===== src/rtl/core/sph_pkg.sv =====
// Shared types, constants and helper functions of the sphere vertex generator.
`timescale 1ns / 1ps

package sph_pkg;

  localparam int IDX_W      = 13;
  localparam int RES_W      = 7;
  localparam int RAD_W      = 31;
  localparam int COORD_W    = 32;
  localparam int CFG_W      = 32;
  localparam int CFG_ADDR_W = 3;

  localparam logic [CFG_ADDR_W-1:0] REG_RESOLUTION = 3'd0;
  localparam logic [CFG_ADDR_W-1:0] REG_RADIUS     = 3'd1;
  localparam logic [CFG_ADDR_W-1:0] REG_CENTER_X   = 3'd2;
  localparam logic [CFG_ADDR_W-1:0] REG_CENTER_Y   = 3'd3;
  localparam logic [CFG_ADDR_W-1:0] REG_CENTER_Z   = 3'd4;

  localparam logic [RES_W-1:0] MIN_RES      = 7'd2;
  localparam logic [RES_W-1:0] MAX_RES      = 7'd64;
  localparam logic [RES_W-1:0] RES_RESET    = 7'd24;
  localparam logic [RAD_W-1:0] RADIUS_RESET = 31'd65536;

  // divisor 2R and the last vertex index 2R(R-1)+1
  localparam int DIV_W         = RES_W + 1;
  localparam int LAST_W        = 2 * RES_W + 1;
  localparam int DIV_PER_STAGE = 4;
  localparam int IDX_STAGES    = (IDX_W + DIV_PER_STAGE - 1) / DIV_PER_STAGE;

  localparam int PHASE_W      = 32;
  localparam int PHASE_STAGES = PHASE_W / DIV_PER_STAGE;

  localparam int LANES    = 2;
  localparam int LANE_LAT = 0;
  localparam int LANE_LON = 1;

  localparam int CORDIC_STEPS     = 30;
  localparam int CORDIC_PER_STAGE = 3;
  localparam int CORDIC_STAGES    = CORDIC_STEPS / CORDIC_PER_STAGE;
  localparam int CW               = 34;
  localparam logic signed [CW-1:0] CORDIC_GAIN = CW'(652032874);
  localparam logic signed [CW-1:0] TRIG_ONE    = CW'(1073741824);

  // unit factors are Q2.30
  localparam int UNIT_W    = 32;
  localparam int TRIG_FRAC = 30;
  localparam int TERM_W    = 34;
  localparam int PROD_W    = 64;
  localparam int PROD2_W   = TERM_W + UNIT_W;
  localparam int SUM_W     = TERM_W + 1;

  localparam logic [COORD_W-1:0] COORD_MAX = {1'b0, {(COORD_W-1){1'b1}}};
  localparam logic [COORD_W-1:0] COORD_MIN = {1'b1, {(COORD_W-1){1'b0}}};

  typedef struct packed {
    logic valid;
    logic invalid;
    logic pole_s;
    logic pole_n;
  } ctl_t;

  function automatic logic [RES_W-1:0] res_clamp(input logic [RES_W-1:0] r);
    logic [RES_W-1:0] v;
    v = r;
    if (r < MIN_RES) v = MIN_RES;
    if (r > MAX_RES) v = MAX_RES;
    return v;
  endfunction

  // arctangent of 2^-k as a fraction of a full turn of 2^32
  function automatic logic signed [CW-1:0] atan_turn(input int k);
    logic signed [CW-1:0] a;
    case (k)
      0:  a = CW'(536870912);
      1:  a = CW'(316933406);
      2:  a = CW'(167458907);
      3:  a = CW'(85004756);
      4:  a = CW'(42667331);
      5:  a = CW'(21354465);
      6:  a = CW'(10679838);
      7:  a = CW'(5340245);
      8:  a = CW'(2670163);
      9:  a = CW'(1335087);
      10: a = CW'(667544);
      11: a = CW'(333772);
      12: a = CW'(166886);
      13: a = CW'(83443);
      14: a = CW'(41722);
      15: a = CW'(20861);
      16: a = CW'(10430);
      17: a = CW'(5215);
      18: a = CW'(2608);
      19: a = CW'(1304);
      20: a = CW'(652);
      21: a = CW'(326);
      22: a = CW'(163);
      23: a = CW'(81);
      24: a = CW'(41);
      25: a = CW'(20);
      26: a = CW'(10);
      27: a = CW'(5);
      28: a = CW'(3);
      29: a = CW'(1);
      default: a = '0;
    endcase
    return a;
  endfunction

endpackage


===== src/rtl/core/sph_index.sv =====
// Vertex index decode: pole and range checks, ring and segment by long division.
`timescale 1ns / 1ps

module sph_index (
  input  logic                        clk,
  input  logic                        rst,
  input  logic                        en,
  input  logic                        valid,
  input  logic [sph_pkg::IDX_W-1:0]   vertex_index,
  input  logic [sph_pkg::RES_W-1:0]   resolution,
  output sph_pkg::ctl_t               ctl,
  output logic [sph_pkg::RES_W-1:0]   n_lat,
  output logic [sph_pkg::RES_W-1:0]   n_lon
);

  logic                            k_valid;
  logic [sph_pkg::IDX_W-1:0]       k;
  logic [sph_pkg::RES_W-1:0]       res_c;
  logic [sph_pkg::DIV_W-1:0]       div;
  logic [2*sph_pkg::RES_W-1:0]     prod;
  logic [sph_pkg::LAST_W-1:0]      last;
  sph_pkg::ctl_t                   ctl_first;

  sph_pkg::ctl_t                   ctl_d [0:sph_pkg::IDX_STAGES];
  logic [sph_pkg::IDX_W-1:0]       m_d   [0:sph_pkg::IDX_STAGES];
  logic [sph_pkg::DIV_W-1:0]       rem_d [0:sph_pkg::IDX_STAGES];
  logic [sph_pkg::IDX_W-1:0]       quo_d [0:sph_pkg::IDX_STAGES];

  always_ff @(posedge clk) begin
    if (rst) begin
      k_valid <= 1'b0;
    end else if (en) begin
      k_valid <= valid;
    end
  end

  always_ff @(posedge clk) begin
    if (en) begin
      k <= vertex_index;
    end
  end

  always_comb begin
    res_c = sph_pkg::res_clamp(resolution);
    div   = {res_c, 1'b0};
    prod  = (2*sph_pkg::RES_W)'(res_c) * (2*sph_pkg::RES_W)'(res_c - 7'd1);
    last  = {prod, 1'b0} + sph_pkg::LAST_W'(1);
    ctl_first.valid   = k_valid;
    ctl_first.invalid = sph_pkg::LAST_W'(k) > last;
    ctl_first.pole_s  = (k == '0);
    ctl_first.pole_n  = (sph_pkg::LAST_W'(k) == last);
  end

  always_ff @(posedge clk) begin
    if (rst) begin
      ctl_d[0] <= '0;
    end else if (en) begin
      ctl_d[0] <= ctl_first;
    end
  end

  always_ff @(posedge clk) begin
    if (en) begin
      m_d[0]   <= k - sph_pkg::IDX_W'(1);
      rem_d[0] <= '0;
      quo_d[0] <= '0;
    end
  end

  // restoring division of m by 2R, a few quotient bits per stage
  for (genvar s = 0; s < sph_pkg::IDX_STAGES; s++) begin : g_stage
    logic [sph_pkg::DIV_W-1:0] rem_n;
    logic [sph_pkg::IDX_W-1:0] quo_n;
    logic [sph_pkg::DIV_W:0]   trial;

    always_comb begin
      int b;
      rem_n = rem_d[s];
      quo_n = quo_d[s];
      trial = '0;
      for (int t = 0; t < sph_pkg::DIV_PER_STAGE; t++) begin
        b = sph_pkg::IDX_W - 1 - s*sph_pkg::DIV_PER_STAGE - t;
        if (b >= 0) begin
          trial = {rem_n, m_d[s][b]};
          if (trial >= {1'b0, div}) begin
            trial = trial - {1'b0, div};
            quo_n = {quo_n[sph_pkg::IDX_W-2:0], 1'b1};
          end else begin
            quo_n = {quo_n[sph_pkg::IDX_W-2:0], 1'b0};
          end
          rem_n = trial[sph_pkg::DIV_W-1:0];
        end
      end
    end

    always_ff @(posedge clk) begin
      if (rst) begin
        ctl_d[s+1] <= '0;
      end else if (en) begin
        ctl_d[s+1] <= ctl_d[s];
      end
    end

    always_ff @(posedge clk) begin
      if (en) begin
        m_d[s+1]   <= m_d[s];
        rem_d[s+1] <= rem_n;
        quo_d[s+1] <= quo_n;
      end
    end
  end

  assign ctl   = ctl_d[sph_pkg::IDX_STAGES];
  assign n_lat = quo_d[sph_pkg::IDX_STAGES][sph_pkg::RES_W-1:0] + sph_pkg::RES_W'(1);
  assign n_lon = rem_d[sph_pkg::IDX_STAGES][sph_pkg::RES_W-1:0];

`ifndef SYNTH
  a_flags_exclusive: assert property (@(posedge clk) disable iff (rst)
    ctl.valid |-> $onehot0({ctl.invalid, ctl.pole_s, ctl.pole_n}))
    else $error("index decode flags overlap");

  a_ring_in_range: assert property (@(posedge clk) disable iff (rst)
    ctl.valid && !ctl.invalid && !ctl.pole_s && !ctl.pole_n
      |-> n_lat != '0 && n_lat < res_c && sph_pkg::DIV_W'(n_lon) < div)
    else $error("ring or segment out of range");
`endif

endmodule


===== config.mk =====
export PLATFORM = sky130hd
export DESIGN_NAME = sph_index
export DESIGN_NICKNAME = d
export VERILOG_FILES = /design/src/rtl/core/sph_pkg.sv /design/src/rtl/core/sph_index.sv
export SDC_FILE = /design/constraint.sdc
export NUM_CORES = 1
export LEC_CHECK = 0
export BUFFER_PORTS_ARGS = -buffer_cell sky130_fd_sc_hd__buf_4
export CAP_MARGIN = 10
export CORE_MARGIN = 3
export CORE_UTILIZATION = 45
export DETAILED_ROUTE_END_ITERATION = 6
export PLACE_DENSITY = 0.72
export RECOVER_POWER = 25
export SETUP_SLACK_MARGIN = 0.02
export SYNTH_ARGS = -nofsm -noshare
export SYNTH_HDL_FRONTEND = slang
export SYNTH_SLANG_ARGS = --single-unit
export TNS_END_PERCENT = 10

===== constraint.sdc =====
create_clock -name clk -period 25.2 [get_ports clk]
set_input_delay 3.78 -clock clk [delete_from_list [all_inputs] [get_ports clk]]
set_output_delay 3.78 -clock clk [all_outputs]
set_load 0.05 [all_outputs]

# Word level (Yosys, flattened, before mapping)
# Memories as Yosys holds them, arrays and structs flattened.
# Index checks and enable logic that the tools add are counted.
# op_classes
add_sub_neg	17
multipliers	1
n_div	0
magnitude_cmp	16
eq_ne	1
n_shift	0
n_mux	39
bitwise	5
reduce_logical	1
# op_table
cell	n
$ge A9 B8 Y1	13
$mux W8	13
$sub A8 B8 Y8	13
$mux W4	5
$mux W1	19
$add A15 B1 Y15 const B	1
$eq A13 B15 Y1	1
$gt A13 B15 Y1	1
$mul A8 B8 Y14	1
$mux W7	2
$logic_not A13 Y1	1
$sub A13 B1 Y13 const B	1
$sub A7 B1 Y8 const B	1
$add A7 B1 Y7 const B	1
$gt A7 B7 Y1 const B	1
$lt A7 B2 Y1 const B	1
$or A1 B1 Y1	5
# word_totals
regBits	14
latch_bits	0
ramBits	190
mem_bits_ro	0
n_memories	4
# mem_list
memory	depth	word_bits	rd	rd_clocked_by_memory_dff	wr	line_no	source
m_d	5	13	4	0	5	sph_index.sv:25	logic [sph_pkg::IDX_W-1:0] m_d [0:sph_pkg::IDX_STAGES];
quo_d	5	13	5	0	5	sph_index.sv:27	logic [sph_pkg::IDX_W-1:0] quo_d [0:sph_pkg::IDX_STAGES];
rem_d	5	8	5	0	5	sph_index.sv:26	logic [sph_pkg::DIV_W-1:0] rem_d [0:sph_pkg::IDX_STAGES];
ctl_d	5	4	5	0	5	sph_index.sv:24	sph_pkg::ctl_t ctl_d [0:sph_pkg::IDX_STAGES];

# Depth between registers and ports, before layout
# logic_depth
word_depth	11
depth_mapped	41

# Least setup slack after synthesis
# Ideal clock, no wire load.
# synth_path
path_type	input to register
start	input port resolution[5] (netlist bit)
end	memory rem_d[0][18] (netlist bit), data pin
setup_ns	0.281
t_arrival_ns	11.998
setup_slack_ns	12.921
stages	34
path_buffers	2
path_cell_list	or4_1 nand2b_1 nand2_1 fa_1 a211oi_2 o21ai_1 a21oi_1 clkbuf_1 mux2_2 ha_1 nor2b_4 o31a_1 o31a_1 nor3_1 nand2_2 nand2_1 o21a_1 inv_1 fa_1 nor2b_1 o21ai_0 a41oi_1 a21oi_1 nor4b_4 nor2_2 buf_6 mux2_2 ha_1 a21o_1 a211oi_1 a21oi_1 or2_2 nor3_1 a221oi_1
# synth_lines
element	line_no	source
start: declaration	sph_index.sv:10	input logic [sph_pkg::RES_W-1:0] resolution,
end: declaration	sph_index.sv:26	

==> out/qor.yml <==
sta:
  timing.final.crit_share_pct: 51.82
  fmaxAchievable_ghz: 0.07658
  grt_setup_unrepaired: "no"
  setup_slack_ns: 12.14
  fin_crit_ns: 13.06
  finalSetupTns_ns: 0
  drv_slew: 35
  tightest_slew_ns: 1.957
  hold_viol: 0
  slew_headroom_pct: -30.47
  setup_viol: 0
  finalClockSkew_ns: 0.01148
  fin_hold_ws_ns: 0.4223
finish:
  num-nets-final: 1275
  drive_above_1_share_pct: 11.10
  antenna_cells: 0
  area_delta_synth_final_pct: 9.132
  stdcell_area_mm2: 0.01130
synth:
  synth_most_common_cell: "ha_1"
  synth_top_area_share_pct: 31.02
  synth-main-ff-cell: "edfxtp_1"
  synth-edff-count: 107
  synth_area_leaders: "edfxtp_1, ha_1, fa_1"
  ys_ff_latch: 108
  synthTopCellsByCount: "ha_1, inv_1, edfxtp_1"
  synth-async-reset-ratio_pct: 0
  syn_avg_cell_area_um2: 10.21
  ys_types: 78
  yosys_warnings: 0
  synthCells: 1014
  ys_seq_area_share_pct: 31.22
  syn_area_mm2: 0.01036
  yosys.area.top_type: "edfxtp_1"
placement:
  place_congestion: 0.8756
  place_area_mm2: 0.01103
  pre_cts_ws_ns: 11.92
  dp_hpwl_mm: 16.43
  port_buffers: 41
cts:
  cts_buffers: 9
  post_cts_resize_count: 0
  htreeDepth: 3
  tritoncts: "built"
  clock_sinks: 108
  clock_latency_ns: 0.37
  path_clk_slew_ns: 0.08
  cts_buffer_depth: 2
  post_cts_buffers: 0
  root_buffer: "clkbuf_16"
  cts_hold_buf: 0
global_routing:
  grt_max_degree: 58
  track_usage_pct: 17.51
  grt-ovfl-total: 0
  antenna_found_initial: 0
  grt_pass1_wl_mm: 35.03
  first_global_vias: 7249
setup_path:
  cp_common_cell: "a21oi_1"
  critPathTopFamily: "compound AO/OA/AOI/OAI gates"
  cp_slowest_cell: "a21oi_1"
  crit_fanout: 25
  start_kind: "primary input"
  crit_buf_inv: 4
  cp.required_ns: 25.31
  end_kind: "flop"
  slowest_delay_ns: 0.69
  critical_path_class: "primary input to flop"
  cp.arrival_ns: 13.17
routing:
  totalWireLength_mm: 21.04
  ant_nets: 0
  wl_per_cell_um: 15.56
  viasPerCell: 5.565
  route.detailed.drc: 0
  firstDrtPassIters: 5
  drt_iter0_markers: 482
  vias: 7524
status:
  violations: "capacitance limit, slew limit"
  run_status: "finished with violations"
floorplanning:
  ios: 42
  rows: 54
  die_h_um: 157.7
  start_util_pct: 46.59
  die_area_mm2: 0.02487
  chipWidth_um: 157.7
  coreArea_mm2: 0.02223
job:
  cap_violations: 1
worst_hold_path:
  holdCritPathClass: "flop to flop"
-- layout by cell type (no fill, tap or decap), types with 8 or more instances in the layout --
cell type / count
nor2_1: 63
nand2_1: 44
fa_1: 43
nor3_1: 17
a21oi_1: 53
o21ai_0: 37
mux2_2: 28
and2_1: 24
xnor2_1: 41
mux2i_1: 16
nand4_1: 12
xor2_1: 27
nand2b_1: 33
buf_4: 38
edfxtp_1: 107
a21o_1: 24
conb_1: 9
a221o_1: 9
o21a_1: 16
nand3_1: 20
or2_2: 8
ha_1: 141
nor2b_1: 16
inv_1: 113
clkbuf_16: 9
-- sequential cells by signal, indices dropped and copies added (netlist names) --
register	count
m_d	31
rem_d	28
ctl_d	20
quo_d	15
k	13
k_valid	1
-- metrics by stage --
stage | util, % | instances
after floorplan | - | 1021
after global placement | 49.60 | 1336
after detailed placement | 49.60 | 1336
after CTS | 50.97 | 1352
after global routing | 50.85 | 1352
final | 50.85 | 1352
-- per-layer routing --
| layer | vias up | global-route usage [%] | share of wire, % |
|---|---|---|---|
| li1 | 3740 | - | - |
| met5 | - | 0 | 0 |
| met4 | 0 | 4.050 | 1.5 |
| met3 | 28 | 2.898 | 3.8 |
| met2 | 144 | 28.72 | 47 |
| met1 | 3612 | 24.42 | 48 |
-- area by class of cell --
cell class                      instances  area, um^2
Tap cell                              280       350.3
Clock inverter                          7       78.83
Sequential cell                       108        3233
Multi-Input combinational cell        781        6620
Fill cell                            1979       10930
Clock buffer                            9       225.2
Timing Repair Buffer                   52       364.1
Inverter                              115       431.7
-- worst paths after layout --
kind,endpoint,slack [ns],start,depth (start not counted)
hold reg to reg,m_d[0][13],0.42,m_d[0][0],0
setup / recovery,rem_d[0][29],12.14,resolution[5],34
setup reg to reg,rem_d[0][29],16.09,m_d[0][31],32
hold / removal,m_d[0][13],0.42,m_d[0][0],0
-- cell families after synthesis --
| kind of cell | share of synthesized area, % |
|---|---|
| and+or+nand+nor | 14.99 |
| AOI/OAI and AO/OA | 12.91 |
| adders and majority gates | 25.34 |
| buffers and inverters | 5.122 |
| DFF | 31.22 |
| xor gates and xnor gates | 5.750 |
| muxes | 4.590 |
| other | 0.07251 |
Power is not shown: default switching activity piles up to over one toggle a cycle in this logic, so the estimate is an artifact.
